--- src/rtl/core/shor_pkg.sv ---
// ----------------------------------------------------------------------------
// shor_pkg
// Shared widths, opcodes and the divider status type for the sorted hash overlap block.
// ----------------------------------------------------------------------------
package shor_pkg;

   localparam int HASH_W         = 64;
   localparam int OP_W           = 2;
   localparam int COUNT_W        = 11;
   localparam int RATIO_W        = 17;
   localparam int LIST_DEPTH_DEF = 1024;

   localparam logic [OP_W-1:0] OP_LOAD_A  = 2'd0;
   localparam logic [OP_W-1:0] OP_LOAD_B  = 2'd1;
   localparam logic [OP_W-1:0] OP_COMPARE = 2'd2;

   // Divider status seen by the control logic.
   typedef struct packed {
      logic busy;
      logic done;
   } div_status_type;

endpackage

--- src/rtl/core/shor_divider.sv ---
// ----------------------------------------------------------------------------
// shor_divider
// Radix-2 restoring divider: floor(count * 65536 / total), one quotient bit
// per cycle.
// ----------------------------------------------------------------------------
module shor_divider #(
   parameter int LW = 11
) (
   input  logic                         clock,
   input  logic                         reset,
   input  logic                         start,
   input  logic [LW-1:0]                numer,
   input  logic [LW-1:0]                denom,
   output shor_pkg::div_status_type     status,
   output logic [shor_pkg::RATIO_W-1:0] quotient
);
   import shor_pkg::*;

   localparam int CW = $clog2(RATIO_W + 1);

   logic [LW-1:0]      rem_ff, rem_in;
   logic [LW-1:0]      denom_ff, denom_in;
   logic               nbit_ff, nbit_in;
   logic [RATIO_W-1:0] q_ff, q_in;
   logic [CW-1:0]      cnt_ff, cnt_in;
   logic               busy_ff, busy_in;
   logic               done_ff, done_in;
   logic [LW:0]        trial;
   logic [LW:0]        diff;
   logic               fits;

   // Quotient is below 2^17 since numer <= denom, so the numerator bits above
   // bit 16 of numer*2^16 form a starting remainder already below denom.
   assign trial = {rem_ff, nbit_ff};
   assign diff  = trial - {1'b0, denom_ff};
   assign fits  = (trial >= {1'b0, denom_ff});

   always_comb begin
      rem_in   = rem_ff;
      denom_in = denom_ff;
      nbit_in  = nbit_ff;
      q_in     = q_ff;
      cnt_in   = cnt_ff;
      busy_in  = busy_ff;
      done_in  = 1'b0;
      if (start) begin
         rem_in   = numer >> 1;
         nbit_in  = numer[0];
         denom_in = denom;
         q_in     = '0;
         cnt_in   = CW'(RATIO_W);
         busy_in  = 1'b1;
      end else if (busy_ff) begin
         rem_in  = fits ? diff[LW-1:0] : trial[LW-1:0];
         q_in    = {q_ff[RATIO_W-2:0], fits};
         nbit_in = 1'b0;
         cnt_in  = cnt_ff - CW'(1);
         if (cnt_ff == CW'(1)) begin
            busy_in = 1'b0;
            done_in = 1'b1;
         end
      end
   end

   always_ff @(posedge clock) begin
      if (reset) begin
         busy_ff <= 1'b0;
         done_ff <= 1'b0;
         cnt_ff  <= '0;
      end else begin
         busy_ff <= busy_in;
         done_ff <= done_in;
         cnt_ff  <= cnt_in;
      end
      rem_ff   <= rem_in;
      denom_ff <= denom_in;
      nbit_ff  <= nbit_in;
      q_ff     <= q_in;
   end

   assign status.busy = busy_ff;
   assign status.done = done_ff;
   assign quotient    = q_ff;

endmodule

--- config.mk ---
export PLATFORM = sky130hd
export DESIGN_NAME = shor_divider
export DESIGN_NICKNAME = d
export VERILOG_FILES = /design/src/rtl/core/shor_pkg.sv /design/src/rtl/core/shor_divider.sv
export SDC_FILE = /design/constraint.sdc
export NUM_CORES = 1
export LEC_CHECK = 0
export ABC_AREA = 1
export BUFFER_PORTS_ARGS = -buffer_cell sky130_fd_sc_hd__buf_2
export CAP_MARGIN = 20
export CORE_MARGIN = 8
export CORE_UTILIZATION = 30
export DETAILED_ROUTE_END_ITERATION = 8
export PLACE_DENSITY = 0.56
export SETUP_SLACK_MARGIN = 0.05
export SLEW_MARGIN = 25
export SYNTH_ARGS = -nofsm -noshare
export SYNTH_HDL_FRONTEND = slang
export SYNTH_SLANG_ARGS = --single-unit
--- constraint.sdc ---
create_clock -name clock -period 4.7 [get_ports clock]
set_input_delay 0.705 -clock clock [delete_from_list [all_inputs] [get_ports clock]]
set_output_delay 0.705 -clock clock [all_outputs]
set_load 0.005 [all_outputs]
Yosys cells after proc, flatten, opt, wreduce, memory -nomap -nowiden
Index checks and enable logic that the tools add are counted.

Flip-flop bits (word level): 47. Input bits: 25.

Magnitude comparators: 1. Bitwise gates (word level): 1. Muxes and demuxes: 11. Eq/ne operators: 1. Reductions and logical operators: 3. Add/subtract/negate cells: 2.

Operator list (number): $mux 10 (2); $ge 12x11->1 (1); $mux 11 (1); $sub 11x11->11 (1); $mux 5 (2); $mux 1 (6); $eq 5x1->1 const B (1); $sub 5x1->5 const B (1); $reduce_or 3->1 (1); $reduce_bool 2->1 (1); $reduce_or 2->1 (1); $not 1->1 (1).

Longest topological paths before layout
Gate-level depths: netlist of run 1.

Depth in word-level cells: 4. Gate-level depth with buffers: 12. Depth with buffers taken out: 12.

Worst setup path before layout of run 1
OpenSTA, ideal clock, no wires.

Kind: flip-flop to flip-flop. From: register denom_ff[0]. To: register rem_ff[5], data pin. Library setup time: 0.253 ns. Buffers on the path: 1. Setup slack: 2.801 ns. Cell stages (with the launch flop): 12. Arrival time: 1.646 ns. Cells stage by stage: edfxtp_1 > ha_1 > fa_1 > inv_1 > nand3_1 > nand3_2 > nand2_2 > nand4_4 > buf_12 > nand3_2 > nand3_1 > nand2_1.

Cells in the longest elaborated chain, start to end: 4. Elaborated cells on any way between the ends: 5.

Ends and longest elaborated chain: start: declaration (line shor_divider.sv:22) `logic [LW-1:0] denom_ff, denom_in;`; start signal: assignment (line shor_divider.sv:76) `denom_ff <= denom_in;`; $sub 11x11->11 / $ge 12x11->1 (equally long branches) (line shor_divider.sv:35, shor_divider.sv:36); $mux 11 (*) (line shor_divider.sv:54) `rem_in = fits ? diff[LW-1:0] : trial[LW-1:0];`; $mux 10 (*) (line shor_divider.sv:53) `end else if (busy_ff) begin`; $mux 10 (*) (line shor_divider.sv:46) `if (start) begin`; net rem_in[5] (line shor_divider.sv:21) `logic [LW-1:0] rem_ff, rem_in;`; end signal: assignment (line shor_divider.sv:75) `rem_ff <= rem_in;`; end: declaration (line shor_divider.sv:21).

Mark *: on every way through the listed nets, which the timed path passes. The rest lies on a longest branch. The select of a mux whose other input is x is not followed. A chain may end at the register's enable or synchronous reset.

Final worst setup path of run 1
From: register denom_ff[0]. To: register rem_ff[2], data pin.

The elaborated chain is that of the path after synthesis.

==> results.md, run 1 <==
- Post-CTS setup buffer count: 0
- First-pass GRT wire length: a little over 10,000 µm
- Cells after synthesis: approximately 330
- Gate power share: about 37%
- Adder-Cell Fraction of Synth Area: between 6 and 7%
- Drt pass-1 iters: 4
- Final Hold Vio Count: 0
- RSZ-0062 raised after global routing: no
- Slew HR: around two fifths
- Synth Area in Simple Gates: between 20% and 30%
- Pins Over Slew Limit: 0
- Drt drc: 0
- Sw frac: approximately 37%
- Layout Skew: just over 0.009 ns
- Sequential Power Share: a little over two fifths
- Pin count of the biggest net entering global routing: 29
- Area Overhead vs Synth: 13.5%
- Height of the die: between 100 and 150 µm
- Largest family of logic cells by synthesized area: simple AND/OR/NAND/NOR gates
- NetSw: roughly 0.00043 W
- Worst-Skew Late Latency: about 0.30 ns
- Compound-cell area share of the yosys netlist: slightly above 6%
- Post-DP HPWL: 4370 µm
- Clock power frac: between 20 and 25%
- Hold Crit Depth: 2
- Leak Pwr: 1.45 nW
- Seq/Total Area, Yosys: around 44%
- Final setup viols: 0
- Initial Util: approximately 30%
- Peak supply drop: 0.173 mV
- Synth Register Bits: 47
- Number of global-route vias before repair: between 2,000 and 2,500
- Worst hold path class: flip-flop to flip-flop
- Total Routing Usage GR: a little over a tenth
- Crit share post-route: around half
- Worst r2r path cells: 10
- Die X: around 110 µm
- Clock Tree Buf Depth: 2
- Clock slew at reported path FFs: 0.09 ns
- CP arrival: 2.36 ns
- Average wire per standard cell: 12.4 µm
- TritonCTS Buffers: 5
- Initial DRC count: 99
- Total die area: approximately 0.012 mm²
- Power per Cell Area: between 300 and 400 mW/mm²
- Core ar.: 0.00864 mm²
- CTS H-tree lvls: 2
- Syn_nets: between 300 and 400
- Post_cts resized: 0
- ANT cells: 0
- # IOs: between 40 and 50
- Routed vias: 2,151
- Std-Cell Rows: 34
- Mux cell area share after synthesis: 0%
- Setup TNS Final: 0 ns
- Layout cells sized above 1: approximately a fifth
- Clk sink count: between 40 and 50
- Worst Tran Pin Value: around 0.90 ns
- Power after layout: about 0.0012 W
- Critical path class: flip-flop to flip-flop
- Nets: 404
- Critical Path RT: about 4.8 ns
- Post-DRT Antenna Nets: 0
- CP Launch Type: flip-flop
- Synth Area in XOR/XNOR: roughly 1.3%
- Avg Cell Area, Syn: between 8 and 9 µm²
- Worst setup EP type: flip-flop
- Vias per cell: 4.54
- Warning count from the yosys run: 0
- Worst-path maximum fanout: 12
- Status: completed
- Crit path time final: ~2.3 ns
- R2R Setup Slk: 2.39 ns
- Post-CTS Hold Fix Bufs: 0
- Cell variety after synth: 35
- CTS tree: built
- Overall routed net length: approximately 6000 µm
- Initial antenna violation count: 0
- Clock root buffer: clkbuf_8
- Port bufs: 43
- Fmax: between 400 and 500 MHz
- Internal: about 0.00074 W
- Final Wtd Congestion: around 0.79
- Max-Cap Viols: 0
- Synth Cell Area: between 0.002 and 0.003 mm²
- Gr ovfl total: 0
[cells by family (layout without fill, tap and decap cells)]
| kind of cell | Yosys count | in the layout |
|---|---|---|
| AO/OA/AOI/OAI | 27 | 27 |
| XOR/XNOR | 4 | 4 |
| adder cells (fa/ha/maj) | 14 | 14 |
| buffers and inverters | 79 | 120 |
| flip-flops | 47 | 47 |
| AND/OR/NAND/NOR | 154 | 154 |
[worst paths after layout]
| path | startpoint | to |
|---|---|---|
| worst max-delay path | denom_ff[0] | rem_ff[2] |
| worst min register to register | cnt_ff[4] | cnt_ff[4] |
| worst max register to register | denom_ff[0] | rem_ff[2] |
| worst min-delay path | cnt_ff[4] | cnt_ff[4] |
[layout make-up]
cell class	count	area, µm²
clock buffers	6	72.6
clock inverters	2	13.8
fillers	919	5640
inverters	69	260
multi-input cells	199	1140
flip-flops and latches	47	1160
well taps	108	135
repair buffers	43	215
[layout by cell type, fill, tap and decap left out, types with 15 or more instances in the layout]
master and n:
inv_1 66, edfxtp_1 22, dfxtp_1 25, buf_2 43, o22ai_1 15, nor2_1 17, nand2_1 71, nand3_1 24
[sequential cells by signal, summed over array words and instances (netlist names)]
| name | cells |
|---|---|
| denom_ff | 11 |
| done_ff | 1 |
| nbit_ff | 1 |
| cnt_ff | 5 |
| busy_ff | 1 |
| quotient | 17 |
| rem_ff | 11 |
[cell usage after synthesis (all sizes together)]
| library cell | n | share of area [%] |
|---|---|---|
| nand2 | 84 | 13 |
| inv | 67 | 9.5 |
| nand3 | 31 | 7.2 |
| dfxtp | 25 | 19 |
| edfxtp | 22 | 25 |
| nor2 | 20 | 3.3 |
| o22ai | 15 | 3.6 |
| nand4 | 14 | 3.9 |
| ha | 13 | 6.2 |
| buf | 8 | 2.7 |
| a21oi | 5 | 1.1 |
| o21ai | 4 | 0.76 |
| clkbuf | 2 | 0.28 |
| clkinv | 2 | 0.33 |
| nor3 | 2 | 0.38 |
| xnor2 | 2 | 0.66 |
| xor2 | 2 | 0.66 |
| a211oi | 1 | 0.28 |
| a31oi | 1 | 0.24 |
| and2 | 1 | 0.33 |
| and3 | 1 | 0.24 |
| fa | 1 | 0.76 |
| o211ai | 1 | 0.28 |
| or2 | 1 | 0.24 |
[through the flow]
stage                     cells  hold slack (ns)  cell area [µm²]  worst slack, ns  util [%]
after floorplan             325            0.438             2640             2.80         -
after global placement      466            0.452             2910             2.27      33.7
after detailed placement    466            0.467             2910             2.10      33.7
after CTS                   474            0.481             3000             2.36      34.7
after global routing        474            0.519             3000             2.23      34.7
final                       474            0.478             3000             2.39      34.7
[routing by layer]
layer | GRT usage [%] | routed length, µm | part of all wire (%) | vias up
met2 | 17.0 | 2700 | 46 | 50
met4 | 4.34 | 80 | 1.4 | 0
met5 | 0 | 0 | 0 | -
met1 | 13.3 | 2800 | 48 | 971
met3 | 1.93 | 288 | 4.9 | 4
li1 | - | - | - | 1126
[power by group through the flow]
stage | sequential, W | clock, W | combinational [W]
2_1_floorplan | 0.000498 | 0 | 0.000377
3_3_place_gp | 0.000505 | 0 | 0.000436
3_5_place_dp | 0.000504 | 0 | 0.000441
4_1_cts | 0.000495 | 0.000249 | 0.000444
5_1_grt | 0.000500 | 0.000265 | 0.000505
6_report | 0.000495 | 0.000242 | 0.000437
[worst max-delay path, stage by stage (launching register included)]
cell and delay, ns:
edfxtp_1 0.39, ha_1 0.24, fa_1 0.40, inv_1 0.10, nand3_1 0.08, nand3_2 0.13, nand2_2 0.21, nand4_4 0.27
nand2_2 0.07, nand3_1 0.11, nand2_1 0.06
(Power assumes the default switching activity.)
==> inputs of run 2 (changes only) <==
clock period = 2.2 ns   (was 4.7 ns; I/O delays follow)
==> run 2 against run 1 <==
  * Die area unchanged
  * Routed wire length up 5.5%
  * First-iteration DRC count up 13%
==> results.md, run 2 (same netlist as run 1, synthesis figures left out) <==
- Layout Skew: 0.0109 ns
- First-pass GRT wire length: between 10,000 and 15,000 µm
- Slowest-stage cell, CP: edfxtp_1
- TritonCTS Buffers: 5
- Total Routing Usage GR: 10.8%
- Pin count of the biggest net entering global routing: 19
- Final Hold Vio Count: 0
- Max FFs per register: 17
- Peak supply drop: 0.430 mV
- CP dominant cell by count: nand3_1
- Initial DRC count: 112
- Clock power frac: 22.8%
- Area Overhead vs Synth: 17.7%
- Total die area: between 0.01 and 0.015 mm²
- Crit share post-route: between 90 and 100%
- Most common cell after layout, fill and taps aside: nand2_1
- Worst-path maximum fanout: 6
- Placed Area: about 0.0030 mm²
- Setup TNS Final: 0 ns
- Post-route insts no fill: a little under 500
- Core ar.: ~0.0086 mm²
- Internal: 0.00170 W
- Std-Cell Rows: 34
- Crit path cell chain: ha_1 -> fa_2 -> inv_1 -> nand3_1 -> nand3_2 -> nand2_2 -> nand4_4 -> nand3_1 -> nand3_1 -> nand2_1
- Final setup viols: 0
- ANT cells: 0
- CTS tree: built
- Post-CTS Hold Fix Bufs: 0
- Die X: between 100 and 150 µm
- Fin util: between 30% and 40%
- Post-DRT Antenna Nets: 0
- CTS H-tree lvls: 2
- Max-Cap Viols: 0
- Clock Tree Buf Depth: 2
- Fmax: about 500 MHz
- Drt pass-1 iters: 4
- Area of the multi-input gates: 0.00118 mm²
- Worst-Skew Late Latency: 0.30 ns
- RSZ-0062 raised after global routing: no
- CP Launch Type: flip-flop
- Post-DP HPWL: roughly 4600 µm
- # fillers: 898
- Critical Path RT: between 2 and 2.5 ns
- Initial antenna violation count: 0
- Nets: between 400 and 500
- Layout cells sized above 1: 23.8%
- Sw frac: roughly 37%
- Average wire per standard cell: 12.9 µm
- Most frequent cells in the layout: nand2_1, inv_1, buf_2
- Leak Pwr: 1.50 nW
- Worst setup EP type: flip-flop
- Placed cells: 471
- Clk sink count: between 40 and 50
- Clock slew at reported path FFs: around 0.090 ns
- Crit-path max cell delay: around 0.37 ns
- PnR worst setup slack: roughly 0.20 ns
- Number of global-route vias before repair: between 2,000 and 2,500
- Worst Tran Pin Value: 0.476 ns
- Clock root buffer: clkbuf_8
- Height of the die: between 100 and 150 µm
- Routed vias: 2,235
- CP arrival: between 2 and 2.5 ns
- Worst path top cell family by delay: simple AND/OR/NAND/NOR gates
- Slew HR: slightly below 70%
- Status: completed
- Power per Cell Area: approximately 860 mW/mm²
- Bufs and invs on worst path: 1
- Initial Util: a little under a third
- Sequential Power Share: about two fifths
- Overall routed net length: 6200 µm
- Worst hold path class: input pin to flip-flop
- Drt drc: 0
- Final instance area: 0.00311 mm²
- NetSw: about 0.00098 W
- Gr ovfl total: 0
- FF+latch area: approximately 0.0012 mm²
- Crit path time final: ~2 ns
- # IOs: 44
- Vias per cell: approximately 4.6
- Gate power share: a little under two fifths
- Critical path class: flip-flop to flip-flop
- Port bufs: 43
- Pre-CTS WS: ~0.099 ns
- Pins Over Slew Limit: 0
- Final Wtd Congestion: 0.842
-- run 2: final timing paths --
check,startpoint,slack (ns),end,depth (start not counted)
hold reg to reg,quotient[16],0.47,quotient[16],2
setup / recovery,denom_ff[0],0.20,rem_ff[9],10
setup reg to reg,denom_ff[0],0.20,rem_ff[9],10
hold / removal,reset,0.19,cnt_ff[4],2
-- run 2: metrics by stage --
| stage | hold slack, ns | total power, W |
|---|---|---|
| after floorplan | 0.399 | 0.00187 |
| after global placement | 0.451 | 0.00202 |
| after detailed placement | 0.461 | 0.00202 |
| after CTS | 0.178 | 0.00265 |
| after global routing | 0.181 | 0.00289 |
| final | 0.191 | 0.00268 |
-- run 2: power groups by stage --
| stage | Clock, W | Combinational (W) | Sequential, W |
|---|---|---|---|
| 2_1_floorplan | 0 | 0.000806 | 0.00106 |
| 3_3_place_gp | 0 | 0.000939 | 0.00108 |
| 3_5_place_dp | 0 | 0.000944 | 0.00108 |
| 4_1_cts | 0.000637 | 0.000950 | 0.00106 |
| 5_1_grt | 0.000664 | 0.00115 | 0.00107 |
| 6_report | 0.000611 | 0.00101 | 0.00106 |
-- run 2: timing repair --
action,CTS,global route
gates resized for setup,0,4
endpoints found under the setup margin,0,11
buffers inserted,0,2
endpoints found under the hold margin,0,0
-- run 2: final cells by class --
class                           instances  area share (%)
Multi-Input combinational cell        200            37.8
Tap cell                              108            4.35
Clock inverter                          2           0.483
Clock buffer                            6            3.02
Sequential cell                        47            37.3
Timing Repair Buffer                   50            8.61
Inverter                               69            8.37
-- run 2: worst register-to-register path, cell delays in order (launching register included) --
cell and delay [ns]:
edfxtp_1 0.37, ha_1 0.24, fa_2 0.36, inv_1 0.08, nand3_1 0.09, nand3_2 0.12, nand2_2 0.12, nand4_4 0.15
nand3_1 0.10, nand3_1 0.09, nand2_1 0.06
-- run 2: layer usage --
metal | global-route usage [%] | wire length (µm) | vias up | share of wire, %
li1 | - | - | 1146 | -
met1 | 12.8 | 2810 | 1031 | 45
met2 | 18.3 | 2980 | 51 | 48
met3 | 2.70 | 299 | 7 | 4.8
met4 | 4.53 | 110 | 0 | 1.8
met5 | 0 | 0 | - | 0
